$ cat src/rtl/mm4_pkg.sv
// shared types and constants of the 4x4 fixed-point matrix multiplier
// no dependencies; used by the interfaces, the lanes, the merge stage and the top level
package mm4_pkg;

  localparam int unsigned DIM    = 4;
  localparam int unsigned IDX_W  = $clog2(DIM);
  localparam int unsigned DATA_W = 32;
  localparam int unsigned FRAC   = 16;
  localparam int unsigned PROD_W = 2 * DATA_W;
  // floor-shifted products summed over DIM terms without overflow
  localparam int unsigned ACC_W  = PROD_W - FRAC + IDX_W;

  typedef logic signed [DATA_W-1:0] data_t;
  typedef logic signed [PROD_W-1:0] prod_t;
  typedef logic signed [ACC_W-1:0]  acc_t;
  typedef logic [IDX_W-1:0]         idx_t;

  // tag that travels alongside the lane pipeline
  typedef struct packed {
    logic valid;
    logic first;
    logic last;
    idx_t col;
  } lane_ctl_t;

endpackage

$ cat src/rtl/mm4_lane.sv
// one row lane: holds a row of matrix a, multiplies and accumulates one dot product
// depends on mm4_pkg
module mm4_lane (
  input  logic                clk_i,
  input  logic                load_i,
  input  mm4_pkg::idx_t       load_col_i,
  input  mm4_pkg::data_t      a_elem_i,
  input  mm4_pkg::idx_t       k_i,
  input  mm4_pkg::data_t      b_elem_i,
  input  logic                adv_i,
  input  mm4_pkg::lane_ctl_t  ctl_i,
  output mm4_pkg::acc_t       sum_o
);

  mm4_pkg::data_t a_row_q [mm4_pkg::DIM];
  mm4_pkg::data_t opa_q, opb_q;
  mm4_pkg::prod_t prod_q;
  mm4_pkg::acc_t  acc_q;
  mm4_pkg::acc_t  shifted;

  // row store, one element per loaded column
  always_ff @(posedge clk_i) begin
    if (load_i) begin
      a_row_q[load_col_i] <= a_elem_i;
    end
  end

  // operand fetch, multiply and accumulate stages
  always_ff @(posedge clk_i) begin
    if (adv_i) begin
      opa_q  <= a_row_q[k_i];
      opb_q  <= b_elem_i;
      prod_q <= opa_q * opb_q;
      if (ctl_i.valid) begin
        acc_q <= sum_o;
      end
    end
  end

  // arithmetic shift drops the fraction bits, rounding toward minus infinity
  assign shifted = mm4_pkg::ACC_W'(prod_q >>> mm4_pkg::FRAC);
  assign sum_o   = (ctl_i.first ? '0 : acc_q) + shifted;

endmodule

$ cat config.mk
export PLATFORM = sky130hd
export DESIGN_NAME = mm4_lane
export DESIGN_NICKNAME = d
export VERILOG_FILES = /design/src/rtl/mm4_pkg.sv /design/src/rtl/mm4_lane.sv
export SDC_FILE = /design/constraint.sdc
export NUM_CORES = 2
export LEC_CHECK = 0
export BUFFER_PORTS_ARGS = -buffer_cell sky130_fd_sc_hd__buf_4
export CAP_MARGIN = 20
export CORE_MARGIN = 4
export CORE_UTILIZATION = 32
export CTS_CLUSTER_SIZE = 25
export DETAILED_ROUTE_END_ITERATION = 8
export PLACE_DENSITY_LB_ADDON = 0.1
export SYNTH_ARGS = -nofsm -noshare
export SYNTH_HDL_FRONTEND = slang
export SYNTH_SLANG_ARGS = --single-unit
$ cat constraint.sdc
create_clock -name clk_i -period 10.6 [get_ports clk_i]
set_input_delay 1.59 -clock clk_i [delete_from_list [all_inputs] [get_ports clk_i]]
set_output_delay 1.59 -clock clk_i [all_outputs]
set_load 0.02 [all_outputs]
After elaboration in Yosys (flattened, before gate mapping)
Memory sizes are Yosys's and may differ from the RTL's. A register that Yosys moved wholly into a read port is not among the register bits.
Index checks and enable logic that the tools add are counted.
- register bits: 146
- RAM bits: 128
- input bits: 76
- output and inout port bits: 50
- memories kept: 1
- add/sub/neg operators: 1
- multipliers: 1
- multiplexer cells: 3
- reductions and logical operators: 1
- memory list (memory ; words ; bits a word ; read ports ; clocked after Yosys merged registers in ; wr ports ; line ; text):
    a_row_q ; 4 ; 32 ; 1 ; 1 ; 1 ; mm4_lane.sv:15 ; mm4_pkg::data_t a_row_q [mm4_pkg::DIM];
- operators by type and width (cell ; number):
    $mul A32 B32 Y64 ; 1
    $add A50 B50 Y50 ; 1
    $mux W50 ; 1
    $mux W1 ; 2
    $reduce_and A2 Y1 ; 1

Logic depth before layout (Yosys ltp)
- depth in word-level cells: 2
- gate-level depth with buffers: 27
- gate-level depth less buffers: 26

Worst setup path after synthesis
OpenSTA, ideal clock, no wires.
- kind: flip-flop to flip-flop
- from: register opb_q[2]
- to: register prod_q[61] (data pin)
- setup time: 258 ps
- arrival time: 7557 ps
- required time: 10342 ps
- setup slack: 2785 ps
- cell stages (with the launch flop): 25
- period minus slack after synthesis: 7815 ps
- path through: edfxtp_1 -> clkbuf_1 -> nand2_1 -> inv_1 -> fa_1 -> fa_1 -> fa_1 -> inv_1 -> fa_1 -> inv_1 -> fa_1 -> fa_1 -> inv_1 -> fa_1 -> fa_1 -> inv_1 -> ha_1 -> a21o_1 -> a21o_1 -> a21oi_1 -> o21bai_1 -> a21o_1 -> or3_4 -> a21oi_2 -> xnor2_1
- longest elaborated chain between the ends: 1
- ends and longest elaborated chain (item ; line ; text):
    start: declaration ; mm4_lane.sv:16 ; mm4_pkg::data_t opa_q, opb_q;
    start signal: assignment ; mm4_lane.sv:32 ; opb_q <= b_elem_i;
    $mul A32 B32 Y64 ; mm4_lane.sv:33 ; prod_q <= opa_q * opb_q;
    end signal: assignment ; mm4_lane.sv:33 ;
    end: declaration ; mm4_lane.sv:17 ; mm4_pkg::prod_t prod_q;
No other way between the ends.
A chain may end at the register's enable or synchronous reset.

Worst setup path in the final report
- from: register opb_q[5]
- to: register prod_q[61] (data pin)
Same word-level chain as after synthesis.

==> metrics.cfg <==
[floorplanning]
floorplan.die.height_um=394.5
design.portCount=126
core_um2=148000
chipWidth_um=394.5
row_count=141
initial_core_util=0.3229
fp.dieArea_um2=155600

[logic_synthesis]
synth_seq_area_share=0.1822
synth_area_per_cell_um2=10.61
syn_warnings=0
syn-cell-area_um2=47800
synth_enable_flop_cells=290
post_synth_inst_count=4507
synth.ff_latch_count=290
synth.distinct_cells=65
post_syn_nets=5894
synth_async_sr_flop_share=0
ys_dominant_reg_cell=edfxtp_1

[sta]
grt_setup_unrepaired=false
timing.slew.headroom=0.2059
fin_setup_tns_ns=0
worst-slew-pin-transition_ns=1.191
clock_skew_ns=0.04695
post_route_hold_slack_ns=0.6009
final.min_clock_period_ns=9.188
finalHoldViolCount=0
maxSlewViolCount=0
final-setup-viol-count=0
final.period_utilization=0.8668
max_freq_mhz=108.8

[clock_network]
tritoncts=yes
numClockSinks=290
tritoncts.num_buffers=39
worst_skew_pair.late_latency_ns=0.61
clockBufferDepth=3
setup_repair_bufs_after_cts=0
root_buffer=clkbuf_16
cts-hold-fix-buffers=0
ctsHtreeMaxLevel=2
postCtsResizedCells=0
clk_transition_reported_paths_ns=0.06

[grt]
grtUsageTotal=0.1894
antenna_found_initial=12
gr-total-overflow=0
grt_max_degree=52
grt_first_pass_wirelength_um=223000
first_global_vias=35200

[layout]
multi_input_area_um2=34680
finalNonFillerCells=6535
ff_latch_area_um2=8708
drive_above_1_share=0.07497
fillCellCount=15010
final_core_utilization=0.3548
area_growth_pct=9.853
nNetsFinal=5960

[setup_path]
critPathLaunchType=flop
critical_path.top_delay_family=adder cells
critical-path-slowest-cell=edfxtp_1
timing.critical_path.fanout_max=18
critical_path_type=flop to flop
critical_path.most_common_cell=fa_1
arrival_time_reported_for_the_critical_path_endpoint_ns=9.51
cp_slowest_stage_delay_ns=0.83
worst_ep_required_time_ns=10.92
timing.critical_path.buf_inv=9
worstSetupEndpointType=flop

[route]
drt_pass1_iterations=9
post-route-drc-count=0
vias=30890
detailed_route_wire_length_um=142600
routed_wire_length_per_instance_um=21.81
ant_nets=0
drt_iter0_markers=1420
viasPerCell=4.727

[worst_hold_path]
hold_path.class=flop to flop

[place]
port_buffers=122
dp_hpwl_um=115100
routabilityCongestion=0.8362
placed_cells=6461

[run_status]
status=completed

[job]
max_capacitance_violation_total=0

-- Yosys cell counts, drive strengths merged (10+ instances only) --
library cell / count / share of area
clkbuf: 208 / 0.016
ha: 229 / 0.060
a211oi: 10 / 0.0016
nand2b: 14 / 0.0018
xor2: 29 / 0.0053
and3: 14 / 0.0018
o21ai: 56 / 0.0059
nor3: 23 / 0.0025
edfxtp: 290 / 0.18
a21oi: 96 / 0.010
inv: 966 / 0.076
a21o: 55 / 0.0086
nor2b: 61 / 0.0080
o21a: 12 / 0.0019
nand4: 16 / 0.0021
a31oi: 12 / 0.0016
nand2: 513 / 0.040
nor2: 75 / 0.0059
xnor2: 73 / 0.013
o21bai: 17 / 0.0027
and2: 525 / 0.069
nand3: 26 / 0.0027
fa: 1082 / 0.45
mux4: 32 / 0.015
-- worst register-to-register path, stage by stage (launching register included) --
cell and delay [ns]:
edfxtp_1 0.83, buf_4 0.42, nand2_1 0.22, inv_1 0.18, fa_1 0.41, inv_1 0.29
fa_1 0.49, inv_1 0.25, fa_1 0.51, inv_1 0.09, fa_1 0.41, buf_4 0.20
inv_1 0.42, fa_1 0.54, fa_1 0.55, inv_1 0.05, fa_1 0.48, fa_1 0.53
inv_1 0.05, ha_1 0.42, and4_1 0.34, and3_1 0.20, nand4_1 0.15, a21oi_1 0.45
or3_4 0.24, a21oi_2 0.05, xnor2_1 0.13
-- final cells by class --
class | count | share of cell area
clock inverters | 23 | 0.004146
repair buffers | 240 | 0.03524
inverters | 966 | 0.06905
flip-flops and latches | 290 | 0.1658
clock buffers | 47 | 0.01916
multi-input cells | 3036 | 0.6604
diodes | 3 | 0.0001430
well taps | 1930 | 0.04599
-- registers in the layout, summed over array words and instances, names as in the netlist --
register  cells
a_row_q     128
acc_q        50
prod_q       48
opa_q        32
opb_q        32
-- through the flow --
step | setup slack [ns] | area (um2)
floorplan | 2.785 | 47800
global placement | 1.440 | 51250
detailed placement | 1.501 | 51250
CTS | 1.418 | 52470
global route | 1.021 | 52500
finish | 1.412 | 52510
-- final timing paths --
kind | startpoint | endpoint | slack, ns | cells past startpoint
worst max register to register | opb_q[5]$_DFFE_PP_ | prod_q[61]$_DFFE_PP_ | 1.41 | 26
worst min-delay path | a_row_q[0][14]$_DFFE_PP_ | opa_q[14]$_DFFE_PP_ | 0.60 | 1
worst max-delay path | opb_q[5]$_DFFE_PP_ | prod_q[61]$_DFFE_PP_ | 1.41 | 26
worst min register to register | a_row_q[0][14]$_DFFE_PP_ | opa_q[14]$_DFFE_PP_ | 0.60 | 1
-- kinds of logic (layout without fill, tap and decap cells) --
family,after synthesis,in the layout,synth area share
buffers and inverters,1181,1276,0.09277
muxes,33,33,0.01531
AOI/OAI and AO/OA,298,298,0.04018
DFF,290,290,0.1822
and+or+nand+nor,1292,1292,0.1378
xor gates and xnor gates,102,102,0.01869
other,0,3,0
adders and majority gates,1311,1311,0.5131
-- placed cells by master, fill, tap and decap left out, drive strengths merged, types with 55 or more instances in the layout --
master	Yosys	layout
fa	1082	1082
inv	966	971
and2	525	525
nand2	513	513
edfxtp	290	290
buf	7	240
ha	229	229
a21oi	96	96
nor2	75	75
xnor2	73	73
nor2b	61	61
o21ai	56	56
a21o	55	55
-- routing by layer --
metal | share of wire | track usage | wire length [um]
met4 | 0.013 | 0.02714 | 1899
met2 | 0.50 | 0.3337 | 71290
met1 | 0.45 | 0.2593 | 64070
met3 | 0.037 | 0.01807 | 5234
met5 | 0.00039 | 0 | 55
Power is not shown: default switching activity piles up to over one toggle a cycle in this logic, so the estimate is an artifact.
