**src/rtl/mm4_pkg.sv**
```systemverilog
// shared types and constants of the 4x4 fixed-point matrix multiplier
// no dependencies; used by the interfaces, the lanes, the merge stage and the top level
package mm4_pkg;

  localparam int unsigned DIM    = 4;
  localparam int unsigned IDX_W  = $clog2(DIM);
  localparam int unsigned DATA_W = 32;
  localparam int unsigned FRAC   = 16;
  localparam int unsigned PROD_W = 2 * DATA_W;
  // floor-shifted products summed over DIM terms without overflow
  localparam int unsigned ACC_W  = PROD_W - FRAC + IDX_W;

  typedef logic signed [DATA_W-1:0] data_t;
  typedef logic signed [PROD_W-1:0] prod_t;
  typedef logic signed [ACC_W-1:0]  acc_t;
  typedef logic [IDX_W-1:0]         idx_t;

  // tag that travels alongside the lane pipeline
  typedef struct packed {
    logic valid;
    logic first;
    logic last;
    idx_t col;
  } lane_ctl_t;

endpackage

```
**src/rtl/mm4_if.sv**
```systemverilog


interface mm4_out_if;
  logic           valid;
  logic           ready;
  mm4_pkg::data_t prod_elem0;
  mm4_pkg::data_t prod_elem1;
  mm4_pkg::data_t prod_elem2;
  mm4_pkg::data_t prod_elem3;
  logic [1:0]     column_index;
  logic           last_column;

  modport source (
    output valid, prod_elem0, prod_elem1, prod_elem2, prod_elem3,
    output column_index, last_column,
    input  ready
  );
  modport sink (
    input  valid, prod_elem0, prod_elem1, prod_elem2, prod_elem3,
    input  column_index, last_column,
    output ready
  );
endinterface

```
**src/rtl/mm4_merge.sv**
```systemverilog
// merge stage: saturates the lane sums and holds the product column word
// depends on mm4_pkg and mm4_if
module mm4_merge (
  input  logic                clk_i,
  input  logic                rst_ni,
  input  mm4_pkg::lane_ctl_t  ctl_i,
  input  mm4_pkg::acc_t       sum_i [mm4_pkg::DIM],
  output logic                adv_o,
  mm4_out_if.source           out_o
);

  logic           valid_q;
  mm4_pkg::idx_t  col_q;
  logic           last_q;
  mm4_pkg::data_t data_q [mm4_pkg::DIM];
  logic           done;

  function automatic mm4_pkg::data_t sat32(input mm4_pkg::acc_t v);
    logic hi_ones;
    logic hi_zeros;
    hi_ones  = &v[mm4_pkg::ACC_W-1:mm4_pkg::DATA_W-1];
    hi_zeros = ~|v[mm4_pkg::ACC_W-1:mm4_pkg::DATA_W-1];
    if (hi_ones || hi_zeros) begin
      return v[mm4_pkg::DATA_W-1:0];
    end else if (v[mm4_pkg::ACC_W-1]) begin
      return {1'b1, {(mm4_pkg::DATA_W-1){1'b0}}};
    end else begin
      return {1'b0, {(mm4_pkg::DATA_W-1){1'b1}}};
    end
  endfunction

  // pipeline moves whenever the output register is free or being drained
  assign adv_o = !valid_q || out_o.ready;
  assign done  = ctl_i.valid && ctl_i.last;

  // output word valid flag
  always_ff @(posedge clk_i or negedge rst_ni) begin
    if (!rst_ni) begin
      valid_q <= 1'b0;
    end else if (adv_o) begin
      valid_q <= done;
    end
  end

  // output word tags and payload
  always_ff @(posedge clk_i) begin
    if (adv_o && done) begin
      col_q  <= ctl_i.col;
      last_q <= (ctl_i.col == mm4_pkg::IDX_W'(mm4_pkg::DIM - 1));
      for (int j = 0; j < mm4_pkg::DIM; j++) begin
        data_q[j] <= sat32(sum_i[j]);
      end
    end
  end

  assign out_o.valid        = valid_q;
  assign out_o.prod_elem0   = data_q[0];
  assign out_o.prod_elem1   = data_q[1];
  assign out_o.prod_elem2   = data_q[2];
  assign out_o.prod_elem3   = data_q[3];
  assign out_o.column_index = 2'(col_q);
  assign out_o.last_column  = last_q;

endmodule

```
**src/flat_wrapper.sv**
```systemverilog
// flat-port wrapper written by rule: the top's interface ports become plain ports
module mm4_merge_flat 
  (clk_i, rst_ni, ctl_i, sum_i, adv_o, out_o_valid, out_o_prod_elem0, out_o_prod_elem1, out_o_prod_elem2, out_o_prod_elem3, out_o_column_index, out_o_last_column, out_o_ready);
  mm4_out_if out_o_i ();
  input  logic clk_i;
  input  logic rst_ni;
  input  mm4_pkg::lane_ctl_t ctl_i;
  input  mm4_pkg::acc_t sum_i[mm4_pkg::DIM];
  output logic adv_o;
  output wire logic [$bits(out_o_i.valid)-1:0] out_o_valid;
  output wire logic [$bits(out_o_i.prod_elem0)-1:0] out_o_prod_elem0;
  output wire logic [$bits(out_o_i.prod_elem1)-1:0] out_o_prod_elem1;
  output wire logic [$bits(out_o_i.prod_elem2)-1:0] out_o_prod_elem2;
  output wire logic [$bits(out_o_i.prod_elem3)-1:0] out_o_prod_elem3;
  output wire logic [$bits(out_o_i.column_index)-1:0] out_o_column_index;
  output wire logic [$bits(out_o_i.last_column)-1:0] out_o_last_column;
  input wire logic [$bits(out_o_i.ready)-1:0] out_o_ready;
  assign out_o_valid = out_o_i.valid;
  assign out_o_prod_elem0 = out_o_i.prod_elem0;
  assign out_o_prod_elem1 = out_o_i.prod_elem1;
  assign out_o_prod_elem2 = out_o_i.prod_elem2;
  assign out_o_prod_elem3 = out_o_i.prod_elem3;
  assign out_o_column_index = out_o_i.column_index;
  assign out_o_last_column = out_o_i.last_column;
  assign out_o_i.ready = out_o_ready;
  mm4_merge u_core (.clk_i(clk_i), .rst_ni(rst_ni), .ctl_i(ctl_i), .sum_i(sum_i), .adv_o(adv_o), .out_o(out_o_i));
endmodule
```
**config.mk**
```make
export PLATFORM = sky130hd
export DESIGN_NAME = mm4_merge_flat
export DESIGN_NICKNAME = d
export VERILOG_FILES = /design/src/rtl/mm4_pkg.sv /design/src/rtl/mm4_if.sv /design/src/rtl/mm4_merge.sv /design/src/flat_wrapper.sv
export SDC_FILE = /design/constraint.sdc
export NUM_CORES = 1
export LEC_CHECK = 0
export BUFFER_PORTS_ARGS = -buffer_cell sky130_fd_sc_hd__buf_2
export CAP_MARGIN = 15
export CORE_ASPECT_RATIO = 0.5
export CORE_MARGIN = 4
export CORE_UTILIZATION = 40
export CTS_CLUSTER_SIZE = 20
export DETAILED_ROUTE_END_ITERATION = 8
export PLACE_DENSITY = 0.75
export SLEW_MARGIN = 15
export SYNTH_ARGS = -nofsm -noshare
export SYNTH_HDL_FRONTEND = slang
export SYNTH_SLANG_ARGS = --single-unit
```
**constraint.sdc**
```tcl
create_clock -name clk_i -period 7.85 [get_ports clk_i]
set_input_delay 1.1775 -clock clk_i [delete_from_list [all_inputs] [get_ports clk_i]]
set_output_delay 1.1775 -clock clk_i [all_outputs]
set_load 0.02 [all_outputs]
```
* Word level (Yosys, flattened, before mapping)
Memories as Yosys holds them, arrays and structs flattened.
Index checks and enable logic that the tools add are counted.
** Word-level totals
- RAM bits :: 128
- Register bits after elaboration :: 4
- Memories :: 1
** Cells by class
- Multiplexer cells :: 14
- Reduce and logical (&&, ||, !) cells :: 20
- Eq/ne operators :: 1
** Memories
- u_core.data_q :: depth 4, bits a word 32, rd ports 4, clocked after memory_dff 0, write ports 4, RTL line mm4_merge.sv:15 : mm4_pkg::data_t data_q [mm4_pkg::DIM];
** Operators with widths (number)
- $mux 32 :: 12
- $reduce_and 19->1 :: 4
- $reduce_or 19->1 :: 4
- $logic_not 1->1 :: 5
- $logic_or 1x1->1 :: 5
- $eq 2x2->1 const B :: 1
- $logic_and 1x1->1 :: 2
- $mux 1 :: 2

* Depth between registers and ports, before layout
Gate-level depths: netlist of the first run.
- Depth after elaboration :: 5
- Gate-level depth with buffers :: 6

* Worst setup path after synthesis of the first run
No wires, ideal clock.
- Path kind :: input-to-reg
- From :: input port out_o_ready
- To :: memory u_core.data_q[0][0] (netlist name), enable pin
- Path buffers :: 0
- Setup slack :: -28 ps
- Required time :: 7212 ps
- Arrival time :: 7241 ps
- Cell stages on the path :: 2
- Cell sequence :: nand2b_1 > nor2b_1
** RTL lines
- start, declared :: RTL line flat_wrapper.sv:17 : input wire logic [$bits(out_o_i.ready)-1:0] out_o_ready;
- end, declared :: RTL line mm4_merge.sv:15

==> out/metrics.cfg, run 1 <==
[logic_synthesis]
ys_async_sr_fraction=0.00758
synth_edf_count=131
synth.avg_cell_area_sq_um=16.4
syn-num-nets=557
synth_cell_types=20
ys_ff_latch=132
synthFlopType=edfxtp_1
synthCells=349
yosys_warnings=0
synth_area_sq_um=5720
synth_seq_area_share=0.692

[die]
initial_utilization=0.415
dieArea_sq_um=16400
die_h_microns=92.5
io_pins=341
rows=30
fp.dieW_microns=177
core-area_sq_um=13800

[worst_setup_path]
crit_fanout=31
crit_buf_inv=1
worst_r2r_startpoint=u_core.out_o.valid
max_stage_delay_ns=0.57
worstSetupStartpointType=input pin
worst_r2r_endpoint=u_core.data_q[0][1]
cp-end-kind=register
path_class=in2reg
reg2reg_slack_ns=6.07
path_cells=buf_2, nor4_1, nand4_1, nor4_2, a31o_2, a21o_2
critPathTopFamily=simple AND/OR/NAND/NOR gates
cp_slowest_cell=a31o_2
cp.required_ns=8.12
r2r_cells=3
cp_data_arrival_time_ns=3.11

[detailed_routing]
viasPerCell=5.00
drt_iter0_markers=283
first_pass_iters=5
wl_mm=15.7
drc=0
wl_per_cell_microns=17.7
ant_nets=0
vias=4445

[place]
io_buffers=339
routabilityCongestion=0.890
placed_area_sq_um=7490
place_ws_ns=4.63
dp_hpwl_mm=12.0
place_inst=858

[timing]
drv_slew=0
relSlewSlack=0.405
skew_ns=0.00860
min_period_ns=2.84
grt_setup_unrepaired=false
period_share=0.362
layout_setup_ws_ns=5.01
hold_viol=0
fin_setup_tns_ns=0
max_freq_mhz=352
worst_pin_slew_ns=0.893
setup-violations-final=0

[final_layout]
antenna_cells=0
nets=893
stdcell_count=889
design_area_sq_um=8100
utilization=0.588
drive_gt1_frac=0.687
synthToLayoutAreaGrowth_pct=41.7

[clock_tree]
path_clk_slew_ns=0.06
htree_levels=4
clockRootBuffer=clkbuf_16
holdBufCountCts=0
max-clock-path-buffers=2
cts_sinks=132
clk_latency_ns=0.39
cts_tree=built
post-cts-setup-buffers=0
cts_buffers=17
cts_resized=0

[flow_run]
maxCapViolations=0

[power]
power.density_nw_per_um2=226
ir_drop_mv=0.128
cellLeakagePower_nw=3.76

[global_routing]
first_global_vias=4284
grt_max_degree=70
grt-ovfl-total=0
grt_pass1_wl_mm=22.9
antenna_found_initial=0
grt_use_total=0.181

[run_status]
status=complete, no violations

[min_path]
hp-class=in2async

[power breakdown]
part,internal [mW],switching (mW),total [mW]
registers,0.812,0.00641,0.819
logic,0.0835,0.107,0.190
clock network,0.530,0.290,0.820
[synthesized netlist by cell type, types with 2 or more instances]
| cell | number | share of area |
|---|---|---|
| a21o_1 | 31 | 0.041 |
| a21o_2 | 93 | 0.14 |
| a311oi_2 | 3 | 0.0079 |
| a31o_2 | 4 | 0.0061 |
| and3_1 | 4 | 0.0044 |
| buf_2 | 6 | 0.0053 |
| buf_6 | 18 | 0.035 |
| dlygate4sd3_1 | 3 | 0.0053 |
| edfxtp_1 | 131 | 0.69 |
| nand2_1 | 2 | 0.0013 |
| nand4_1 | 20 | 0.022 |
| nor2_1 | 8 | 0.0053 |
| nor4_1 | 16 | 0.018 |
| nor4_2 | 4 | 0.0088 |
[cell families (layout without fill, tap and decap cells)]
kind of cell / count (synthesis) / count (layout) / share of synthesized area
flip-flops: 132 / 132 / 0.692
buffers and inverters: 28 / 376 / 0.0466
AO/OA/AOI/OAI: 132 / 132 / 0.199
AND/OR/NAND/NOR: 57 / 57 / 0.0624
[cell type report]
type | count | area, sq um
Clock buffer | 18 | 429
Clock inverter | 13 | 183
Fill cell | 1133 | 5670
Multi-Input combinational cell | 189 | 1550
Sequential cell | 132 | 3960
Tap cell | 192 | 240
Timing Repair Buffer | 345 | 1740
[sequential cells by signal, summed over array words and instances (netlist names)]
name / count
u_core.data_q: 128
u_core.out_o.column_index: 2
u_core.out_o.last_column: 1
u_core.out_o.valid: 1
[routing by layer]
| metal | up-vias | share of wire | track usage | wire length (microns) |
|---|---|---|---|---|
| li1 | 2069 | - | - | - |
| met1 | 2157 | 0.38 | 0.213 | 5950 |
| met2 | 200 | 0.53 | 0.327 | 8380 |
| met3 | 19 | 0.074 | 0.0469 | 1160 |
| met4 | 0 | 0.016 | 0.0579 | 257 |
| met5 | - | 0 | 0 | 0 |
[through the flow]
step           hold WS [ns]  power (mW)
5_1_grt               0.527        1.90
3_3_place_gp          0.509        1.02
3_5_place_dp          0.529        1.03
2_1_floorplan         0.763       0.933
4_1_cts               0.532        1.85
6_report              0.548        1.83
[worst max path at each step]
stage | from | endpoint | slack, ns | depth (start not counted)
after floorplan | out_o_ready | u_core.data_q[0][0] | 2.50 | 2
after global placement | sum_i[88] | u_core.data_q[2][19] | 4.69 | 6
after detailed placement | sum_i[88] | u_core.data_q[2][2] | 4.63 | 6
after CTS | sum_i[88] | u_core.data_q[2][2] | 5.05 | 6
after global routing | sum_i[88] | u_core.data_q[2][19] | 4.95 | 6
final | sum_i[88] | u_core.data_q[2][2] | 5.01 | 6
[placed cells by master (no fill, tap or decap), drive strengths merged]
cell      netlist  layout
a21o          124     124
a311oi          4       4
a31o            4       4
and2            1       1
and3            4       4
buf            24     345
bufinv          0       4
clkbuf          1      18
clkinv          0       5
clkinvlp        0       2
dfrtp           1       1
edfxtp        131     131
inv             0       2
nand2           2       2
nand2b          1       1
nand4          20      20
nor2            8       8
nor2b           1       1
nor4           20      20
Note: power is estimated with default switching activity, not from simulation.
==> inputs of run 2 (changes only) <==
Settings changed: ABC_AREA from default to 1, PLACE_DENSITY 0.75 to 0.78.
Clock period 7.85 ns to 2.4 ns, I/O delays scaled along.
==> run 2 against run 1 <==
- final cell count grew 22%
- via count is 13% higher
- largest cell class unchanged
- highest routed layer unchanged
- sequential power grew to 3.3 times the previous value
- critical path type is now reg2reg
- clock skew is essentially flat
- power grew to 3.2 times the previous value
- count of clock-buffer cells in the layout fell by 1
- sequential share of layout area fell by 0.14 points
- die area up 0.69%
- critical endpoint is now u_core.data_q[1][25]
- cell area is 0.31% higher
- worst setup slack worse by 4.2 ns
- non-clock buffer count up 1
==> out/metrics.cfg, run 2 <==
[die]
initial_utilization=0.417  ; was 0.415
rows=30  ; unchanged
core-area_sq_um=13800  ; about the same
fp.dieW_microns=178  ; was 177 microns
die_h_microns=92.9  ; was 92.5 microns
io_pins=341  ; unchanged
dieArea_sq_um=16500  ; was 16,400 sq um

[clock_tree]
max-clock-path-buffers=2  ; unchanged
post-cts-setup-buffers=0  ; unchanged
clockRootBuffer=clkbuf_16  ; unchanged
cts_sinks=132  ; unchanged
clk_latency_ns=0.39  ; about the same
cts_buffers=17  ; unchanged
cts_tree=built  ; unchanged
holdBufCountCts=1  ; was 0
htree_levels=4  ; unchanged
path_clk_slew_ns=0.06  ; about the same
cts_resized=0  ; unchanged

[logic_synthesis]
synth.avg_cell_area_sq_um=10.5  ; was 16.4 sq um
synth_commonest_cells=nand2_1, edfxtp_1, nor2_1, buf_6, inv_1  ; was edfxtp_1, a21o_2, a21o_1, nand4_1, buf_6
synth_cell_types=18  ; was 20
synth_area_sq_um=5760  ; was 5720 sq um
synth_edf_count=131  ; unchanged
ys_ff_latch=132  ; unchanged
synthFlopType=edfxtp_1  ; unchanged
synth_area_leaders=edfxtp_1, nand2_1, nor2_1  ; was edfxtp_1, a21o_2, a21o_1
post-synth-top-count-cell=nand2_1  ; was edfxtp_1
synth_top_area_cell=edfxtp_1  ; unchanged
synth_top_area_frac=0.683  ; was 0.688
synthCells=548  ; was 349
yosys_warnings=0  ; unchanged
syn-num-nets=756  ; was 557
ys_async_sr_fraction=0.00758  ; unchanged
synth_seq_area_share=0.687  ; was 0.692

[detailed_routing]
viasPerCell=4.60  ; was 5.00
first_pass_iters=5  ; unchanged
drt_iter0_markers=278  ; was 283
vias=5004  ; was 4,445
ant_nets=0  ; unchanged
wl_per_cell_microns=15.1  ; was 17.7 microns
drc=0  ; unchanged
wl_mm=16.4  ; was 15.7 mm

[global_routing]
grt_max_degree=62  ; was 70
first_global_vias=5043  ; was 4,284
antenna_found_initial=0  ; unchanged
grt-ovfl-total=0  ; unchanged
grt_use_total=0.190  ; was 0.181
grt_pass1_wl_mm=24.5  ; was 22.9 mm

[place]
placed_area_sq_um=7540  ; was 7490 sq um
dp_hpwl_mm=12.5  ; was 12.0 mm
io_buffers=339  ; unchanged
routabilityCongestion=0.909  ; was 0.890
place_ws_ns=0.477  ; was 4.63 ns

[final_layout]
design_area_sq_um=8130  ; was 8100 sq um
antenna_cells=0  ; unchanged
synthToLayoutAreaGrowth_pct=41.1  ; was 41.7%
most-common-layout-cells=buf_2, nand2_1, edfxtp_1  ; was buf_2, edfxtp_1, a21o_2
multi_input_area_sq_um=1530  ; was 1550 sq um
layout_commonest_cell=buf_2  ; unchanged
final-seq-area_sq_um=3960  ; about the same
nets=1093  ; was 893
drive_gt1_frac=0.433  ; was 0.687
largest-register=u_core.data_q  ; unchanged
nFillCells=1215  ; was 1,133
largest_reg_flops=128  ; unchanged

[timing]
period_share=0.659
relSlewSlack=0.570  ; was 0.405
fin_setup_tns_ns=0  ; unchanged
grt_setup_unrepaired=false  ; unchanged
layout_setup_ws_ns=0.819  ; was 5.01 ns
skew_ns=0.00821  ; was 0.00860 ns
min_period_ns=1.58
worst_pin_slew_ns=0.642  ; was 0.893 ns
setup-violations-final=0  ; unchanged
drv_slew=0  ; unchanged
max_freq_mhz=632
hold_viol=0  ; unchanged

[worst_setup_path]
worstSetupStartpointType=register  ; was input pin
max_stage_delay_ns=0.40  ; was 0.57 ns
cp_data_arrival_time_ns=1.64  ; was 3.11 ns
crit_fanout=61  ; was 31
crit_buf_inv=2  ; was 1
r2r_cells=4  ; was 3
cp.required_ns=2.46  ; was 8.12 ns
path_class=reg2reg  ; was in2reg
critPathTopFamily=flip-flops  ; was simple AND/OR/NAND/NOR gates
path_depth=4  ; was 6
cp_slowest_cell=dfrtp_2  ; was a31o_2
cp-end-kind=register  ; unchanged
path_cells=inv_2, nor2_2, nor3_4, buf_12  ; was buf_2, nor4_1, nand4_1, nor4_2, a31o_2, a21o_2

[power]
internal-power_mw=4.43  ; was 1.43 mW
combPwrFrac=0.101  ; was 0.104
cellLeakagePower_nw=3.68  ; was 3.76 nW
power_mw=5.79  ; was 1.83 mW
ir_drop_mv=0.430  ; was 0.128 mV
power.switching_mw=1.37  ; was 403 uW
p_sw_frac=0.236  ; was 0.220
pwr-share-clk=0.437  ; was 0.448
power.density_nw_per_um2=713  ; was 226 nW/um^2
seq_power_share=0.462  ; was 0.448

[min_path]
hp-class=in2reg  ; was in2async
worstHoldPathCells=1

[run_status]
status=complete, no violations  ; unchanged

[flow_run]
maxCapViolations=0  ; unchanged

run 2: cell types whose count changed in the layout (fill, tap and decap cells not counted), sizes merged, moves of 6 or more:
cell   previous run  this run
or2               0         6
inv               2        13
nand2             2       293
a21o            124         0
nor2              8        57
nand4            20         8
nand3             0        10
nor4             20         0
run 2: power by group through the flow:
stage / logic [mW] / clock network (mW) / registers (mW)
floorplan: 0.155 / 0 / 2.86
global placement: 0.572 / 0 / 2.72
detailed placement: 0.590 / 0 / 2.72
CTS: 0.593 / 2.59 / 2.68
global route: 0.640 / 2.72 / 2.68
finish: 0.587 / 2.53 / 2.68
run 2: area by class of cell:
class | count | share of cell area
repair buffers | 346 | 0.220
clock inverters | 14 | 0.0191
multi-input cells | 379 | 0.188
clock buffers | 17 | 0.0523
inverters | 9 | 0.00416
flip-flops and latches | 132 | 0.487
well taps | 192 | 0.0296
run 2: worst paths after layout:
check / startpoint / slack (ns) / to
setup / recovery: u_core.out_o.valid / 0.82 / u_core.data_q[1][25]
hold / removal: ctl_i[1] / 0.15 / u_core.out_o.column_index[1]
setup reg to reg: u_core.out_o.valid / 0.82 / u_core.data_q[1][25]
hold reg to reg: u_core.out_o.valid / 0.66 / u_core.out_o.valid
max in group asynchronous: rst_ni / 2.02 / u_core.out_o.valid
min in group asynchronous: rst_ni / 0.29 / u_core.out_o.valid
run 2: cell families (layout without fill, tap and decap cells):
logic type	Yosys count	count (layout)	share of synthesized area
and+or+nand+nor	378	378	0.262
DFF	132	132	0.687
buffers and inverters	37	386	0.0504
AOI/OAI and AO/OA	1	1	0.000868
run 2: routing by layer:
layer / part of all wire / global-route usage / vias to the layer above
li1: - / - / 2468
met1: 0.36 / 0.201 / 2334
met2: 0.56 / 0.367 / 169
met3: 0.052 / 0.0428 / 33
met4: 0.028 / 0.0733 / 0
met5: 0 / 0 / -
run 2: metrics by stage:
step / cells / utilization / hold slack, ns
5_1_grt: 1089 / 0.588 / 0.126
6_report: 1089 / 0.588 / 0.154
4_1_cts: 1089 / 0.588 / 0.135
3_5_place_dp: 1057 / 0.546 / 0.138
2_1_floorplan: 548 / - / 0.0644
3_3_place_gp: 1057 / 0.546 / 0.135
